==> config.mk <==
export PLATFORM = sky130hd
export DESIGN_NAME = esm_head_select
export DESIGN_NICKNAME = d
export VERILOG_FILES = /design/src/sv/esm_pkg.sv /design/src/sv/esm_head_select.sv
export SDC_FILE = /design/constraint.sdc
export NUM_CORES = 1
export LEC_CHECK = 0
export BUFFER_PORTS_ARGS = -buffer_cell sky130_fd_sc_hd__buf_2
export CORE_MARGIN = 3
export CORE_UTILIZATION = 30
export DETAILED_ROUTE_END_ITERATION = 8
export PLACE_DENSITY_LB_ADDON = 0.08
export SLEW_MARGIN = 25
export SYNTH_ARGS = -nofsm -noshare
export SYNTH_HDL_FRONTEND = slang
export SYNTH_SLANG_ARGS = --single-unit
==> constraint.sdc <==
create_clock -name vclk -period 12.5
set_input_delay 2.5 -clock vclk [all_inputs]
set_output_delay 2.5 -clock vclk [all_outputs]
set_load 0.05 [all_outputs]
==> src/sv/esm_pkg.sv <==
`timescale 1ns / 1ps

package esm_pkg;

    localparam int NUM_LISTS  = 8;
    localparam int LIST_DEPTH = 64;
    localparam int VALUE_BITS = 32;

    localparam int LIST_W = (NUM_LISTS > 1) ? $clog2(NUM_LISTS) : 1;
    localparam int PTR_W  = $clog2(LIST_DEPTH + 1);
    localparam int MEM_WORDS = NUM_LISTS * LIST_DEPTH;
    localparam int MEM_AW = (MEM_WORDS > 1) ? $clog2(MEM_WORDS) : 1;

    // Port payload widths, padded to whole bytes.
    localparam int IN_DATA_W  = 40;
    localparam int OUT_DATA_W = 40;

    typedef logic signed [VALUE_BITS-1:0] t_value;
    typedef logic [LIST_W-1:0] t_list;
    typedef logic [PTR_W-1:0]  t_ptr;
    typedef logic [MEM_AW-1:0] t_addr;

    typedef enum logic [1:0] {
        MODE_LOAD  = 2'd0,
        MODE_POP   = 2'd1,
        MODE_CLEAR = 2'd2
    } t_mode;

    typedef enum logic [1:0] {
        ST_OK    = 2'd0,
        ST_EMPTY = 2'd1,
        ST_FULL  = 2'd2
    } t_status;

    typedef struct packed {
        logic  found;
        t_list idx;
    } t_sel;

    typedef struct packed {
        logic [1:0]         status;
        logic signed [31:0] merged;
        logic [2:0]         src;
    } t_result;

    function automatic t_addr mem_addr(input t_list list, input t_ptr ptr);
        int unsigned a;
        a = int'(list) * LIST_DEPTH + int'(ptr);
        return MEM_AW'(a);
    endfunction

endpackage

==> src/sv/esm_head_select.sv <==
`timescale 1ns / 1ps

module esm_head_select
    import esm_pkg::*;
(
    input  t_value               i_heads [NUM_LISTS],
    input  logic [NUM_LISTS-1:0] i_nonempty,
    output t_sel                 o_sel
);

    localparam int NP = 2 ** LIST_W;

    // Heap-ordered comparison tree: node k has children 2k and 2k+1, leaves at NP+i.
    logic   node_vld [2*NP];
    t_value node_val [2*NP];
    t_list  node_idx [2*NP];

    always_comb begin
        logic take_right;
        for (int k = 0; k < 2*NP; k++) begin
            node_vld[k] = 1'b0;
            node_val[k] = '0;
            node_idx[k] = '0;
        end
        for (int i = 0; i < NP; i++) begin
            if (i < NUM_LISTS) begin
                node_vld[NP+i] = i_nonempty[i];
                node_val[NP+i] = i_heads[i];
            end
            node_idx[NP+i] = LIST_W'(i);
        end
        // Ties keep the left child, so the lower-numbered list wins.
        for (int k = NP - 1; k >= 1; k--) begin
            take_right = node_vld[2*k+1]
                         && (!node_vld[2*k] || (node_val[2*k+1] < node_val[2*k]));
            if (take_right) begin
                node_vld[k] = 1'b1;
                node_val[k] = node_val[2*k+1];
                node_idx[k] = node_idx[2*k+1];
            end else begin
                node_vld[k] = node_vld[2*k];
                node_val[k] = node_val[2*k];
                node_idx[k] = node_idx[2*k];
            end
        end
        o_sel.found = node_vld[1];
        o_sel.idx   = node_idx[1];
    end

endmodule

== After elaboration in Yosys (flattened, before gate mapping) ==
Index checks and enable logic that the tools add are counted.

* Order comparisons: 7
* Multiplexer cells: 20
* Reduce and logical (&&, ||, !) cells: 21

{| class="wikitable"
|+ Operators with widths
! operator !! count
|-
| 32-bit < comparator || 7
|-
| 32-bit 2-to-1 mux || 6
|-
| 1-bit 2-to-1 mux || 11
|-
| 3-bit 2-to-1 mux || 3
|-
| 1-bit logical AND || 7
|-
| 1-bit logical NOT || 7
|-
| 1-bit logical OR || 7
|}

* Flip-flop bits (word level): 0
* Input bits: 264
* Logic and storage cells: 48

== Logic depth before layout (Yosys ltp) ==
* Word-level depth: 12
* Depth in mapped cells: 36
* Gate-level depth less buffers: 33

== Least setup slack after synthesis ==
No wires, ideal clock.

* Kind: input to output
* Start: in i_heads[191] in the netlist's numbering
* End: out o_sel[0] in the netlist's numbering
* Arrival: 10.242 ns
* Data required time: 10.000 ns
* Setup slack: -0.242 ns
* Stages: 32
* Path buffers: 2
* Cells stage by stage: inv_1 -> ha_1 -> nand4_1 -> nor4_1 -> a221oi_1 -> and3_1 -> o2111ai_4 -> clkbuf_1 -> mux2_2 -> ha_1 -> a211o_1 -> o211ai_1 -> a2111oi_0 -> or2_2 -> a2111oi_2 -> nor3_1 -> a211oi_2 -> inv_2 -> clkbuf_1 -> nand2_1 -> o21ai_0 -> ha_1 -> nand4_1 -> or2_2 -> o221ai_1 -> nor2_1 -> nor3_1 -> inv_1 -> a2111oi_1 -> a221oi_2 -> mux2i_1 -> a311oi_1

{| class="wikitable"
|+ RTL lines
! item !! RTL line !! source
|-
| start: declaration || esm_head_select.sv:6 || <nowiki>input t_value i_heads [NUM_LISTS],</nowiki>
|-
| end: declaration || esm_head_select.sv:8 || <nowiki>output t_sel o_sel</nowiki>
|}

==> impl_metrics.csv <==
group,metric,value,unit
worst_setup_path,cp_slowest_cell,"or4_4",
routing,vias,9134,
routing,wl,29400,um
routing,met2WireLength,14200,um
synth,synth.avg_cell_area,7.04,um^2
power_and_ir_drop,switching_share,54.4,%
synth,yosysSeqAreaShare,0,%
worst_setup_path,cp_max_fo,27,
global_route,overflow,0,
placed_design,numPlacedInstances,1745,
synth,ys_types,63,
routing,wl_met3,1380,um
placed_design,hpwl,25800,um
floorplan,chipWidth,168,um
floorplan,initial_utilization,30.8,%
routing,drt_pass1_iterations,5,
layout,area_growth,38.7,%
floorplan,fp.dieArea,28100,um^2
sta,worst_pin_slew,1.18,ns
flow_run,max-cap-violations,0,
worst_setup_path,cp_slowest_stage_delay,0.54,ns
routing,ant_nets,0,
worst_setup_path,worstSetupEndpointType,"output pin",
run_status,status,"finished clean",
power_and_ir_drop,p_comb_share,100.0,%
layout,instances_no_fill,1764,
power_and_ir_drop,peakVddDrop,0.0000955,V
worst_setup_path,cp_top_family,"compound AO/OA/AOI/OAI gates",
synth,yosys_warnings,0,
routing,maxUsedRoutingLayer,"met5",
global_route,grt_pass1_vias,9094,
floorplan,die_h,168,um
power_and_ir_drop,power_density,82.0,nW/um^2
power_and_ir_drop,netSwitchingPower,0.485,mW
placed_design,portBuffers,268,
routing,drcViolationCount,0,
worst_setup_path,worstSetupPathType,"input port to output pin",
layout,final_nets,1916,
synth,syn_nets,1593,
layout,clock_buffers,0,
hold_path,min_path_cells,4,
routing,vias_per_cell,5.18,
hold_path,min_from,"i_nonempty[2]",
routing,drt_iter0_drc,471,
worst_setup_path,crit_top_cell,"a21o_1",
hold_path,worst_hold_path_type,"input port to output pin",
sta,setup_viol,0,
routing,wl_met1,13600,um
floorplan,boundaryPins,268,
worst_setup_path,critPathRequiredTime,10.00,ns
worst_setup_path,arrival,9.72,ns
global_route,grt_pass1_wl,44500,um
sta,finalHoldViolations,0,
sta,slew_viol_final,0,
sta,max_freq,81.8,MHz
synth,synth_cells,1112,
power_and_ir_drop,leakage,5.62,nW
layout,finish.utilization,42.8,%
sta,maxSlewHeadroom,20.3,%
global_route,track_usage,19.1,%
placed_design,pre_cts_ws,-0.276,ns
worst_setup_path,cp.buffers_inverters,9,
synth,synth_area,7830,um^2
worst_setup_path,startpoint_type,"input port",
routing,wl_per_cell,16.6,um
sta,fin_ws,0.282,ns
floorplan,core_area,25400,um^2
placed_design,gp_congestion,0.888,
layout,regArea,0,um^2
layout,drive_gt1_share,32.4,%
power_and_ir_drop,p_clk_share,0,%
sta,period_minus_slack,12.22,ns
global_route,grt_antenna_before_repair,2,
power_and_ir_drop,p_seq_share,0,%
hold_path,worst_hold_path.endpoint,"o_sel[3]",
floorplan,rows,58,
layout,nFlopsAndLatches,0,
power_and_ir_drop,internal_power,0.406,mW
global_route,grt_max_degree,33,
sta,timing.final.crit_share,97.7,%
[power groups by stage]
stage                     logic, mW  registers [mW]  clock network, mW
after floorplan               0.491               0                  0
after global placement        0.793               0                  0
after detailed placement      0.789               0                  0
after CTS                     0.802               0                  0
after global routing          0.995               0       0.0000000107
final                         0.891               0       0.0000000107
[worst max path at each step]
| stage | startpoint | depth (start not counted) | slack (ns) | to |
|---|---|---|---|---|
| after floorplan | i_heads[191] | 32 | 0.21 | o_sel[0] |
| after global placement | i_heads[127] | 35 | -0.40 | o_sel[0] |
| after detailed placement | i_heads[127] | 35 | -0.28 | o_sel[0] |
| after CTS | i_heads[107] | 35 | 0.04 | o_sel[0] |
| after global routing | i_heads[255] | 39 | -0.08 | o_sel[0] |
| final | i_heads[223] | 38 | 0.28 | o_sel[0] |
[routing by layer]
layer,track usage [%],vias up
li1,-,4755
met1,25.1,4133
met2,35.5,228
met3,1.68,16
met4,1.32,2
met5,0,-
[cell type report]
type                       instances  area, um^2
inverter                         137         528
multi-input combinational        946        7760
timing repair inverter             2        11.3
antenna                            1        2.50
timing repair buffer             348        2150
fill                            2737       14500
tap                              330         413
[cell families after synthesis]
kind of cell    Yosys count  share of synthesized area (%)
compound gates          304                           23.5
xor+xnor                  4                          0.447
fa+ha+maj               217                           34.7
buf+inv                 166                           8.10
mux                     102                           13.8
simple gates            319                           19.5
[synthesized netlist by cell type, types with 3 or more instances]
library cell | n | area (um^2)
o31ai_1 | 5 | 37.5
and2_1 | 3 | 18.8
nand4_1 | 42 | 263
buf_2 | 9 | 45.0
mux2i_1 | 68 | 681
nor2_1 | 72 | 270
nor2b_1 | 7 | 43.8
and3_1 | 5 | 31.3
nor4_1 | 7 | 43.8
nor3_1 | 21 | 105
or2_2 | 7 | 43.8
mux2_2 | 32 | 360
and4_1 | 8 | 70.1
ha_1 | 217 | 2720
nand3_1 | 23 | 115
o211ai_1 | 8 | 60.1
o21ai_0 | 104 | 521
a2111oi_0 | 5 | 43.8
inv_1 | 136 | 510
a21oi_1 | 101 | 505
o21a_1 | 5 | 37.5
o21bai_1 | 5 | 37.5
clkbuf_1 | 20 | 75.1
o221ai_1 | 3 | 26.3
o2111ai_1 | 3 | 26.3
a211o_1 | 3 | 26.3
nand2b_1 | 5 | 31.3
a31oi_1 | 5 | 31.3
nand2_1 | 108 | 405
a21o_1 | 16 | 120
or4_1 | 3 | 22.5
a211oi_1 | 17 | 128
[placed cells by master (no fill, tap or decap), drive strengths merged, types with 3 or more instances in the layout]
cell | Yosys | layout
a2111oi | 8 | 8
a211o | 3 | 3
a211oi | 18 | 18
a21o | 16 | 16
a21oi | 101 | 101
a221oi | 3 | 3
a31oi | 6 | 6
and2 | 3 | 3
and3 | 5 | 5
and4 | 8 | 8
buf | 9 | 346
ha | 217 | 217
inv | 137 | 137
mux2 | 32 | 32
mux2i | 70 | 70
nand2 | 108 | 108
nand2b | 5 | 5
nand3 | 23 | 23
nand4 | 42 | 42
nor2 | 72 | 72
nor2b | 7 | 7
nor3 | 21 | 21
nor4 | 7 | 7
o2111ai | 4 | 4
o211ai | 8 | 8
o21a | 5 | 5
o21ai | 106 | 106
o21bai | 5 | 5
o221ai | 3 | 3
o31ai | 5 | 5
or2 | 7 | 7
or4 | 3 | 3
[stage by stage]
| step | TNS (ns) | area (um^2) | power, mW | hold slack [ns] |
|---|---|---|---|---|
| after floorplan | 0 | 7840 | 0.491 | 5.39 |
| after global placement | -0.912 | 10100 | 0.793 | 5.60 |
| after detailed placement | -0.605 | 10100 | 0.789 | 5.58 |
| after CTS | 0 | 10100 | 0.802 | 5.58 |
| after global routing | -0.204 | 10900 | 0.995 | 5.64 |
| final | 0 | 10900 | 0.891 | 5.58 |
[worst min-delay path: stages]
cell and delay (ns):
buf_2 0.13, nor3_1 0.10, nand2_1 0.07, buf_2 0.28
[timing repair]
action                                 in CTS  in global routing
endpoints found under the hold margin       0                  0
pin swaps                                   1                 27
gates cloned                                0                  5
hold buffers                                0                  0
gates resized for setup                     6                105
buffers inserted                            1                 12
setup endpoints to repair                   3                  3
Power figures use the tool's default switching activity.
